File: src/sv/xoshiro256_random_generator_defines.svh
// ============================================================================
// xoshiro256 random generator assertion macros
// Shared property shorthands for the generator's concurrent checks. Each
// macro samples on i_clk and is switched off while i_rst_n is low.
// ============================================================================
`ifndef XOSHIRO256_RANDOM_GENERATOR_DEFINES_SVH
`define XOSHIRO256_RANDOM_GENERATOR_DEFINES_SVH

// Consequent must hold in the same cycle as the antecedent.
`define X256RG_ASSERT_SAME(lbl, ante, cons, msg) \
    lbl: assert property (@(posedge i_clk) disable iff (!i_rst_n) (ante) |-> (cons)) \
        else $error(msg);

// Consequent must hold in the cycle after the antecedent.
`define X256RG_ASSERT_NEXT(lbl, ante, cons, msg) \
    lbl: assert property (@(posedge i_clk) disable iff (!i_rst_n) (ante) |=> (cons)) \
        else $error(msg);

`endif

File: src/sv/x256rg_pkg.sv
// ============================================================================
// x256rg_pkg
// Types and constants for the xoshiro256** generator with splitmix64 seeding.
// ============================================================================
package x256rg_pkg;

    // Request command codes.
    localparam logic [1:0] CMD_RESEED = 2'd0;
    localparam logic [1:0] CMD_NEXT   = 2'd1;
    localparam logic [1:0] CMD_RANGE  = 2'd2;

    // splitmix64 constants and the all-zero state substitute.
    localparam logic [63:0] GOLDEN_INC   = 64'h9E3779B97F4A7C15;
    localparam logic [63:0] MIX_MUL_A    = 64'hBF58476D1CE4E5B9;
    localparam logic [63:0] MIX_MUL_B    = 64'h94D049BB133111EB;
    localparam logic [63:0] NONZERO_FILL = 64'h0000000001234567;

    // xoshiro256** shift and rotate amounts.
    localparam int unsigned OUT_ROT     = 7;
    localparam int unsigned STATE_SHIFT = 17;
    localparam int unsigned STATE_ROT   = 45;

    // Sequencer limits.
    localparam logic [1:0] MUL_LAST  = 2'd2;
    localparam logic [1:0] WORD_LAST = 2'd3;
    localparam logic [5:0] DIV_LAST  = 6'd63;

    typedef struct packed {
        logic [1:0]         command;
        logic [63:0]        seed;
        logic signed [31:0] range_low;
        logic signed [31:0] range_high;
    } t_in_req;

    typedef struct packed {
        logic [63:0]        raw_value;
        logic signed [31:0] ranged_value;
    } t_out_req;

    typedef enum logic [2:0] {
        ST_IDLE,
        ST_MIX_ADD,
        ST_MIX_MUL,
        ST_MIX_END,
        ST_DRAW,
        ST_SCALE,
        ST_DIV,
        ST_EMIT
    } t_state;

    function automatic logic [63:0] f_rotl7(input logic [63:0] v);
        return (v << OUT_ROT) | (v >> (64 - OUT_ROT));
    endfunction

    function automatic logic [63:0] f_rotl45(input logic [63:0] v);
        return (v << STATE_ROT) | (v >> (64 - STATE_ROT));
    endfunction

endpackage

File: src/sv/xoshiro256_random_generator.sv
// A raw next request passes through the draw, scale and emit states before its
// result appears; a non-empty range request adds the remainder loop, and an empty
// range request goes straight to emit. One request at a time: no new request is
// taken until the last is done. The bit-serial remainder loop takes one dividend
// bit per cycle and the one shared 32x32 multiplier takes three passes a product.
// Reset (synchronous, active low) starts a seed-zero expansion; requests stall.
// ============================================================================
// xoshiro256 random generator
// xoshiro256** generator with splitmix64 seeding and a bounded range mode,
// built around one shared multiplier and one serial remainder unit.
// ============================================================================
`include "xoshiro256_random_generator_defines.svh"

module xoshiro256_random_generator (
    input  logic                 i_clk,
    input  logic                 i_rst_n,
    input  logic                 i_in_valid,
    output logic                 o_in_stall,
    input  x256rg_pkg::t_in_req  i_in_data,
    output logic                 o_out_valid,
    input  logic                 i_out_stall,
    output x256rg_pkg::t_out_req o_out_data
);

    // ------------------------------------------------------------------------
    // Registers. The four generator words are read at fixed places during a
    // draw and written one at a time, indexed by the word counter, while
    // seeding, so they live in flip-flops.
    // ------------------------------------------------------------------------
    x256rg_pkg::t_state   r_state,     n_state;
    logic [63:0]          r_words [4];
    logic [63:0]          n_words [4];
    logic [1:0]           r_idx,       n_idx;
    logic [63:0]          r_acc,       n_acc;
    logic [63:0]          r_m,         n_m;
    logic [63:0]          r_prod,      n_prod;
    logic                 r_phase,     n_phase;
    logic [1:0]           r_step,      n_step;
    logic [63:0]          r_tmp,       n_tmp;
    logic [63:0]          r_raw,       n_raw;
    logic [63:0]          r_div,       n_div;
    logic [31:0]          r_rem,       n_rem;
    logic [32:0]          r_span,      n_span;
    logic [31:0]          r_lo,        n_lo;
    logic [5:0]           r_cnt,       n_cnt;
    logic                 r_is_range,  n_is_range;
    logic                 r_out_valid, n_out_valid;
    x256rg_pkg::t_out_req r_out,       n_out;

    // Combinational helpers.
    logic        in_acc;
    logic        out_free;
    logic        range_empty;
    logic [32:0] lo_ext;
    logic [32:0] hi_ext;
    logic [63:0] acc_sum;
    logic [63:0] mul_k;
    logic [31:0] mul_a;
    logic [31:0] mul_b;
    logic [63:0] mul_p;
    logic [63:0] mix_out;
    logic [63:0] s1_x5;
    logic [63:0] t2;
    logic [63:0] t3;
    logic [63:0] scaled;
    logic [32:0] rem_sh;
    logic [32:0] rem_diff;

    assign in_acc      = i_in_valid && (r_state == x256rg_pkg::ST_IDLE);
    assign out_free    = !r_out_valid || !i_out_stall;
    assign o_in_stall  = (r_state != x256rg_pkg::ST_IDLE);
    assign o_out_valid = r_out_valid;
    assign o_out_data  = r_out;

    // Span of a range request, exact in 33 bits: hi - lo + 1 reaches 2^32
    // for the full signed interval.
    assign lo_ext      = {i_in_data.range_low[31], i_in_data.range_low};
    assign hi_ext      = {i_in_data.range_high[31], i_in_data.range_high};
    assign range_empty = (i_in_data.range_high <= i_in_data.range_low);

    // splitmix64 running sum and the final mix of one output word.
    assign acc_sum = r_acc + x256rg_pkg::GOLDEN_INC;
    assign mix_out = r_prod ^ (r_prod >> 31);

    // Shared 32x32 multiplier. A 64-bit product modulo 2^64 takes three
    // passes: low x low, then low x high and high x low folded into the
    // upper half.
    assign mul_k = r_phase ? x256rg_pkg::MIX_MUL_B : x256rg_pkg::MIX_MUL_A;

    always_comb begin
        case (r_step)
            2'd0: begin
                mul_a = r_m[31:0];
                mul_b = mul_k[31:0];
            end
            2'd1: begin
                mul_a = r_m[31:0];
                mul_b = mul_k[63:32];
            end
            default: begin
                mul_a = r_m[63:32];
                mul_b = mul_k[31:0];
            end
        endcase
    end

    assign mul_p = mul_a * mul_b;

    // xoshiro256** scrambler and state transition. The multiplications by
    // five and nine are shift-and-add, split by the rotate between draw and scale.
    assign s1_x5  = r_words[1] + (r_words[1] << 2);
    assign t2     = r_words[2] ^ r_words[0];
    assign t3     = r_words[3] ^ r_words[1];
    assign scaled = r_tmp + (r_tmp << 3);

    // One restoring remainder step. The remainder stays below the span,
    // which is at most 2^32, so it fits 32 bits and the shifted value 33.
    assign rem_sh   = {r_rem, r_div[63]};
    assign rem_diff = rem_sh - r_span;

    // ------------------------------------------------------------------------
    // Sequencer: next state and datapath control.
    // ------------------------------------------------------------------------
    always_comb begin
        n_state     = r_state;
        n_words     = r_words;
        n_idx       = r_idx;
        n_acc       = r_acc;
        n_m         = r_m;
        n_prod      = r_prod;
        n_phase     = r_phase;
        n_step      = r_step;
        n_tmp       = r_tmp;
        n_raw       = r_raw;
        n_div       = r_div;
        n_rem       = r_rem;
        n_span      = r_span;
        n_lo        = r_lo;
        n_cnt       = r_cnt;
        n_is_range  = r_is_range;
        n_out       = r_out;
        n_out_valid = r_out_valid && i_out_stall;

        case (r_state)
            x256rg_pkg::ST_IDLE: begin
                if (in_acc) begin
                    case (i_in_data.command)
                        x256rg_pkg::CMD_RESEED: begin
                            n_acc   = i_in_data.seed + x256rg_pkg::GOLDEN_INC;
                            n_idx   = '0;
                            n_state = x256rg_pkg::ST_MIX_ADD;
                        end
                        x256rg_pkg::CMD_NEXT: begin
                            n_is_range = 1'b0;
                            n_state    = x256rg_pkg::ST_DRAW;
                        end
                        x256rg_pkg::CMD_RANGE: begin
                            n_lo  = i_in_data.range_low;
                            n_rem = '0;
                            if (range_empty) begin
                                // Nothing drawn: result is the lower bound.
                                n_raw   = '0;
                                n_state = x256rg_pkg::ST_EMIT;
                            end else begin
                                n_span     = hi_ext - lo_ext + 33'd1;
                                n_is_range = 1'b1;
                                n_state    = x256rg_pkg::ST_DRAW;
                            end
                        end
                        default: begin
                            // The unused code is consumed without effect.
                            n_state = x256rg_pkg::ST_IDLE;
                        end
                    endcase
                end
            end

            x256rg_pkg::ST_MIX_ADD: begin
                n_acc   = acc_sum;
                n_m     = acc_sum ^ (acc_sum >> 30);
                n_phase = 1'b0;
                n_step  = '0;
                n_state = x256rg_pkg::ST_MIX_MUL;
            end

            x256rg_pkg::ST_MIX_MUL: begin
                if (r_step == 2'd0) begin
                    n_prod = mul_p;
                end else begin
                    n_prod = {r_prod[63:32] + mul_p[31:0], r_prod[31:0]};
                end
                if (r_step == x256rg_pkg::MUL_LAST) begin
                    n_state = x256rg_pkg::ST_MIX_END;
                end else begin
                    n_step = r_step + 2'd1;
                end
            end

            x256rg_pkg::ST_MIX_END: begin
                if (!r_phase) begin
                    n_m     = r_prod ^ (r_prod >> 27);
                    n_phase = 1'b1;
                    n_step  = '0;
                    n_state = x256rg_pkg::ST_MIX_MUL;
                end else begin
                    n_words[r_idx] = mix_out;
                    if (r_idx == x256rg_pkg::WORD_LAST) begin
                        // An all-zero state would never leave zero.
                        if ((r_words[0] | r_words[1] | r_words[2] | mix_out) == 64'd0) begin
                            n_words[0] = x256rg_pkg::NONZERO_FILL;
                        end
                        n_state = x256rg_pkg::ST_IDLE;
                    end else begin
                        n_idx   = r_idx + 2'd1;
                        n_state = x256rg_pkg::ST_MIX_ADD;
                    end
                end
            end

            x256rg_pkg::ST_DRAW: begin
                n_tmp      = x256rg_pkg::f_rotl7(s1_x5);
                n_words[0] = r_words[0] ^ t3;
                n_words[1] = r_words[1] ^ t2;
                n_words[2] = t2 ^ (r_words[1] << x256rg_pkg::STATE_SHIFT);
                n_words[3] = x256rg_pkg::f_rotl45(t3);
                n_state    = x256rg_pkg::ST_SCALE;
            end

            x256rg_pkg::ST_SCALE: begin
                n_raw = scaled;
                n_rem = '0;
                if (r_is_range) begin
                    n_div   = scaled;
                    n_cnt   = '0;
                    n_state = x256rg_pkg::ST_DIV;
                end else begin
                    n_lo    = '0;
                    n_state = x256rg_pkg::ST_EMIT;
                end
            end

            x256rg_pkg::ST_DIV: begin
                n_div = r_div << 1;
                if (rem_sh >= r_span) begin
                    n_rem = rem_diff[31:0];
                end else begin
                    n_rem = rem_sh[31:0];
                end
                if (r_cnt == x256rg_pkg::DIV_LAST) begin
                    n_state = x256rg_pkg::ST_EMIT;
                end else begin
                    n_cnt = r_cnt + 6'd1;
                end
            end

            x256rg_pkg::ST_EMIT: begin
                if (out_free) begin
                    n_out.raw_value    = r_raw;
                    n_out.ranged_value = r_lo + r_rem;
                    n_out_valid        = 1'b1;
                    n_state            = x256rg_pkg::ST_IDLE;
                end
            end

            default: begin
                n_state = x256rg_pkg::ST_IDLE;
            end
        endcase
    end

    // ------------------------------------------------------------------------
    // State register. Reset loads the running sum for a seed of zero and
    // starts the expansion, so the generator comes up with its defined state.
    // ------------------------------------------------------------------------
    always_ff @(posedge i_clk) begin
        if (!i_rst_n) begin
            r_state     <= x256rg_pkg::ST_MIX_ADD;
            r_idx       <= '0;
            r_acc       <= x256rg_pkg::GOLDEN_INC;
            r_phase     <= 1'b0;
            r_step      <= '0;
            r_cnt       <= '0;
            r_is_range  <= 1'b0;
            r_out_valid <= 1'b0;
        end else begin
            r_state     <= n_state;
            r_idx       <= n_idx;
            r_acc       <= n_acc;
            r_phase     <= n_phase;
            r_step      <= n_step;
            r_cnt       <= n_cnt;
            r_is_range  <= n_is_range;
            r_out_valid <= n_out_valid;
        end
    end

    // Payload registers carry no reset.
    always_ff @(posedge i_clk) begin
        r_words <= n_words;
        r_m     <= n_m;
        r_prod  <= n_prod;
        r_tmp   <= n_tmp;
        r_raw   <= n_raw;
        r_div   <= n_div;
        r_rem   <= n_rem;
        r_span  <= n_span;
        r_lo    <= n_lo;
        r_out   <= n_out;
    end

    // ------------------------------------------------------------------------
    // Assertions.
    // ------------------------------------------------------------------------
    // During the division, the partial remainder must stay below the span.
    `X256RG_ASSERT_SAME(a_rem_below_span, r_state == x256rg_pkg::ST_DIV, {1'b0, r_rem} < r_span, "remainder not below span")
    // Whenever the block is idle, the generator state is non-zero.
    `X256RG_ASSERT_SAME(a_state_nonzero, r_state == x256rg_pkg::ST_IDLE, (r_words[0] | r_words[1] | r_words[2] | r_words[3]) != 64'd0, "generator state all zero")
    // The remainder loop runs exactly the full dividend width.
    `X256RG_ASSERT_NEXT(a_div_length, r_state == x256rg_pkg::ST_DIV && r_cnt == x256rg_pkg::DIV_LAST, r_state == x256rg_pkg::ST_EMIT, "division did not finish after last bit")
    // A result leaving the sequencer must appear at the output.
    `X256RG_ASSERT_NEXT(a_emit_valid, r_state == x256rg_pkg::ST_EMIT && out_free, r_out_valid && r_state == x256rg_pkg::ST_IDLE, "emitted result not presented")

endmodule

File: config.mk
export PLATFORM = sky130hd
export DESIGN_NAME = xoshiro256_random_generator
export DESIGN_NICKNAME = d
export VERILOG_FILES = /design/src/sv/x256rg_pkg.sv /design/src/sv/xoshiro256_random_generator.sv
export VERILOG_INCLUDE_DIRS = /design/src /design/src/sv
export SDC_FILE = /design/constraint.sdc
export NUM_CORES = 2
export LEC_CHECK = 0
export BUFFER_PORTS_ARGS = -buffer_cell sky130_fd_sc_hd__clkbuf_2
export CAP_MARGIN = 20
export CORE_MARGIN = 4
export CORE_UTILIZATION = 52
export CTS_BUF_LIST = sky130_fd_sc_hd__clkbuf_4
export CTS_CLUSTER_SIZE = 14
export DETAILED_ROUTE_END_ITERATION = 10
export PLACE_DENSITY = 0.75
export SYNTH_ARGS = -nofsm -noshare
export SYNTH_HDL_FRONTEND = slang
export SYNTH_SLANG_ARGS = --single-unit
export TNS_END_PERCENT = 10
File: constraint.sdc
create_clock -name i_clk -period 12.35 [get_ports i_clk]
set_input_delay 0.6175 -clock i_clk [delete_from_list [all_inputs] [get_ports i_clk]]
set_output_delay 0.6175 -clock i_clk [all_outputs]
set_load 0.005 [all_outputs]
# After elaboration in Yosys (flattened, before gate mapping)
# Cells that the tools add are included.
[totals]
reg_bits = 849
word_cells = 175
[classes]
n_reduce_logical = 36
n_eq_ne = 28
n_mul = 1
n_lt_le_gt_ge = 4
muxes = 56
addsub = 12
bitwise_logic = 15
[op_table]
columns = ["operator", "count"]
rows = [
  ["64-bit 2-to-1 mux", 11],
  ["256-bit one-hot mux with 2 select lines", 1],
  ["64-bit one-hot mux with 2 select lines", 4],
  ["64-bit bitwise XOR", 5],
  ["256-bit bitwise mux", 1],
  ["256-bit 2-to-1 mux", 1],
  ["32-bit 2-to-1 mux", 8],
  ["64-bit bitwise OR", 3],
  ["64-bit adder", 2],
  ["64-bit adder (second input constant)", 2],
  ["64-bit demux with 2-bit select", 1],
  ["32-bit one-hot mux with 3 select lines", 1],
  ["32-bit adder", 2],
  ["64-bit zero test", 1],
  ["32-bit by 32-bit multiplier with 64-bit output", 1],
  ["64-bit by 45-bit bitwise OR with 64-bit output", 1],
  ["64-bit by 7-bit bitwise OR with 64-bit output", 1],
  ["32-bit one-hot mux with 2 select lines", 1],
  ["64-bit by 33-bit bitwise XOR with 64-bit output", 1],
  ["64-bit by 34-bit bitwise XOR with 64-bit output", 1],
  ["64-bit by 37-bit bitwise XOR with 64-bit output", 1],
  ["62-bit 2-to-1 mux", 1],
  ["33-bit by 1-bit adder with 33-bit output (second input constant)", 1],
  ["33-bit >= comparator", 1],
  ["other kinds (39)", 99],
]

# Longest topological paths before layout
[logic_depth]
depth_word = 10
mapped_depth = 45

# Least setup slack after synthesis
# Ideal clock, no wire load.
[synth_timing]
kind = "register to register"
start = "register r_step[1]"
end = "register r_prod[63] (data pin)"
setup_time_ns = 0.270
period_less_slack_ns = 10.222
arrival_ns = 9.951
t_required_ns = 12.080
setup_slack_ns = 2.128
stages_incl_launch_ff = 44
cell_sequence = "dfxtp_1 -> inv_1 -> ha_1 -> clkbuf_1 -> nor2_1 -> clkbuf_1 -> mux2_2 -> inv_1 -> nor2_1 -> inv_1 -> nor2_1 -> inv_1 -> o21ai_0 -> fa_1 -> fa_1 -> inv_1 -> fa_1 -> inv_1 -> [8 not listed] -> a21oi_1 -> nor2b_1 -> or3_1 -> or2_2 -> a21oi_1 -> xnor2_1 -> ha_1 -> nand3_1 -> nor3b_1 -> o21ai_0 -> a31oi_1 -> a22o_1 -> nor3_1 -> nor3_1 -> a41oi_1 -> a21oi_1 -> mux2i_1 -> a21oi_1"
[synth_between]
elab_chain_cells = 6
elab_cells_between_ends = 8
cone_classes = "1 x add/sub; 1 x mul; 1 x eq/ne; 3 x mux; 2 x reduce/logical"
[synth_rtl]
columns = ["element", "line", "source"]
rows = [
  ["start, declared", "xoshiro256_random_generator.sv:38", "logic [1:0] r_step, n_step;"],
  ["start signal, assigned", "xoshiro256_random_generator.sv:290", "r_step <= n_step;"],
  ["2-bit by 1-bit == test with 1-bit output / 2-bit zero test (equally long branches)", "xoshiro256_random_generator.sv:91", "case (r_step)"],
  ["2-bit OR reduction (no source line)", "--", ""],
  ["32-bit 2-to-1 mux", "xoshiro256_random_generator.sv:91", ""],
  ["32-bit by 32-bit multiplier with 64-bit output (*)", "xoshiro256_random_generator.sv:107", "assign mul_p = mul_a * mul_b;"],
  ["via mul_p[12]", "xoshiro256_random_generator.sv:60", "logic [63:0] mul_p;"],
  ["32-bit adder (*)", "xoshiro256_random_generator.sv:190", "n_prod = {r_prod[63:32] + mul_p[31:0], r_prod[31:0]};"],
  ["64-bit 2-to-1 mux (*)", "xoshiro256_random_generator.sv:187", "if (r_step == 2'd0) begin"],
  ["end signal, assigned", "xoshiro256_random_generator.sv:301", "r_prod <= n_prod;"],
  ["end, declared", "xoshiro256_random_generator.sv:36", "logic [63:0] r_prod, n_prod;"],
]
# The timed path passes the listed nets; every way through them passes the cells marked *.
# A chain may end at the register's enable or synchronous reset.

# Final worst setup path
[layout_timing]
start = "register r_step[0]"
end = "register r_prod[61] (data pin)"
# Same word-level chain as after synthesis.

==> flow_metrics.env <==
export IMPL_status="finished clean"
export IMPL_synth_main_ff_cell="edfxtp_1"
export IMPL_antenna_found_initial=9
export IMPL_crit_slowest_cell="fa_1"
export IMPL_syn2layout_area_growth_pct=9.35
export IMPL_grt_overflow=0
export IMPL_cp_depth=38
export IMPL_synth_distinct_cells=90
export IMPL_clockBufferDepth=3
export IMPL_cts_buffers=220
export IMPL_rsz0062_at_grt="no"
export IMPL_synth_warning_count=0
export IMPL_worst_r2r_path_depth=38
export IMPL_vias=67000
export IMPL_hp_class="input pin to flip-flop"
export IMPL_crit_path_end_kind="flip-flop"
export IMPL_critPathLaunch="r_step[0]$_SDFFE_PN0P_"
export IMPL_routed_wl_um=279000
export IMPL_holdPathStages=4
export IMPL_die_area_sq_mm=0.166
export IMPL_die_w_um=407
export IMPL_max_freq_mhz=88.0
export IMPL_min_from="i_in_data[31]"
export IMPL_reg2reg_to="r_prod[61]$_DFFE_PP_"
export IMPL_grt_pass1_wl_um=419000
export IMPL_drt_first_iter_violations=8429
export IMPL_cts_num_sinks=849
export IMPL_grt_max_degree=113
export IMPL_finalClockSkew_ns=0.105
export IMPL_grt_pass1_vias=67100
export IMPL_min_to="r_span[32]$_DFFE_PP_"
export IMPL_cts_tree="done"
export IMPL_post_cts_buffers=0
export IMPL_utilization_pct=57.2
export IMPL_finalHoldViolations=0
export IMPL_wl_met2_um=119000
export IMPL_critical_path_class="flip-flop to flip-flop"
export IMPL_post_drt_wl_per_cell_um=25.1
export IMPL_critPathBufInv=8
export IMPL_cts_htree_levels=4
export IMPL_tns_ns=0
export IMPL_cp_top_family="adder cells"
export IMPL_synth_edff_count=769
export IMPL_row_count=146
export IMPL_dr_wl_met3_um=31400
export IMPL_cap_violations=0
export IMPL_start_util_pct=52.3
export IMPL_fin_crit_sh_pct=92.0
export IMPL_vias_per_cell=6.02
export IMPL_synth_nets=10100
export IMPL_final_cells=11100
export IMPL_drt_met1_wl_um=115000
export IMPL_max_stage_delay_ns=0.61
export IMPL_syn_area_per_cell_sq_um=9.72
export IMPL_r2r_slack_ns=0.99
export IMPL_gp_congestion=1.04
export IMPL_setup_viol=0
export IMPL_place_inst=10600
export IMPL_max_slew_margin_rel_pct=23.3
export IMPL_mostFrequentLayoutCell="inv_1"
export IMPL_core_area_sq_mm=0.158
export IMPL_rr_startpoint="r_step[0]$_SDFFE_PN0P_"
export IMPL_clk_insertion_delay_late_ns=1.20
export IMPL_place_hpwl_um=221000
export IMPL_period_minus_slack_ns=11.36
export IMPL_hold_buffers=138
export IMPL_cts_repair_resized=0
export IMPL_nets=10500
export IMPL_ant_nets=0
export IMPL_ios=232
export IMPL_cts_root_buf="clkbuf_4"
export IMPL_final_cell_mix="inv_1, fa_1, edfxtp_1"
export IMPL_slew_viol_final=0
export IMPL_synthArstFlopShare_pct=0
export IMPL_drive_gt1_share_pct=8.66
export IMPL_top_layer="met5"
export IMPL_cp_start_kind="flip-flop"
export IMPL_clkTransAtPathRegs_ns=0.07
export IMPL_syn_inst=8529
export IMPL_drt_pass1_iter_count=9
export IMPL_syn_cell_area_sq_mm=0.0829
export IMPL_worstMarginPinSlew_ns=1.15
export IMPL_synth_seq_cells=849
export IMPL_arrival_ns=12.27
export IMPL_required_ns=13.26
export IMPL_grt_use_total_pct=33.1
export IMPL_fp_dieH_um=407
export IMPL_path_max_fanout=11
export IMPL_cp_common_cell="inv_1"
export IMPL_synth_seq_area_share_pct=29.8
export IMPL_portBuffers=231
export IMPL_drc=0
==> worst max path at each step <==
stage	to	slack, ns
4_1_cts	r_prod[61]$_DFFE_PP_	1.13
5_1_grt	r_prod[61]$_DFFE_PP_	0.19
3_3_place_gp	r_prod[63]$_DFFE_PP_	1.35
2_1_floorplan	r_prod[63]$_DFFE_PP_	2.13
6_report	r_prod[61]$_DFFE_PP_	0.99
3_5_place_dp	r_prod[61]$_DFFE_PP_	1.19
==> area by class of cell <==
type                    instances  area [sq um]
fillers                     13700         67700
clock buffers                 334          2510
well taps                    2072          2590
repair buffers                454          3230
clock inverters                66           480
flip-flops and latches        849         24700
multi-input cells            6174         52700
inverters                    1169          4390
diodes                          8          20.0
==> worst min-delay path, stage by stage <==
cell and delay, ns:
clkbuf_2 0.09, inv_1 0.10, ha_1 0.17, xnor2_1 0.15
==> Yosys cell counts (all sizes together) (45+ instances only) <==
master	count	share of area [%]
fa	839	20
clkbuf	303	1.4
a21oi	522	3.2
xnor2	488	5.2
dfxtp	80	1.9
o21ai	513	3.1
mux2i	51	0.62
ha	629	9.5
nor2b	62	0.47
nor2	764	3.5
o21bai	57	0.52
o21a	49	0.44
and2	63	0.48
a21o	203	1.8
nand3	164	0.99
nor3	87	0.53
edfxtp	769	28
nand2b	66	0.50
o22ai	74	0.56
xor2	260	2.7
nand4	90	0.68
nor4	77	0.58
a211o	45	0.48
inv	1164	5.3
and3	55	0.42
a211oi	49	0.46
nand2	582	2.6
==> state kept, by name, indices dropped and copies added, names as in the netlist, 33 cells and up <==
name,cells
r_prod,64
o_out_data,96
r_words,256
r_acc,64
r_span,33
r_raw,64
r_m,64
r_tmp,64
r_div,64
==> cell families after synthesis <==
family	count (synthesis)	synth area share [%]
AOI/OAI and AO/OA	1791	13.4
buffers and inverters	1506	6.83
xor gates and xnor gates	748	7.90
and+or+nand+nor	2099	11.5
adders and majority gates	1468	29.8
DFF	849	29.8
muxes	68	0.847
==> per-layer routing <==
metal | global-route usage (%) | vias up
li1 | - | 29800
met1 | 46.7 | 32600
met2 | 49.1 | 3908
met3 | 7.94 | 698
met4 | 14.1 | 12
met5 | 0 | -
==> metrics by stage <==
stage	hold slack, ns	instance area, sq um	worst slack, ns
floorplan	0.400	82900	2.13
global placement	0.403	86200	1.35
detailed placement	0.405	86200	1.19
CTS	0.0149	90600	1.13
global route	0.0462	90600	0.189
finish	0.149	90600	0.992
Power is not shown: default switching activity piles up to over one toggle a cycle in this logic, so the estimate is an artifact.
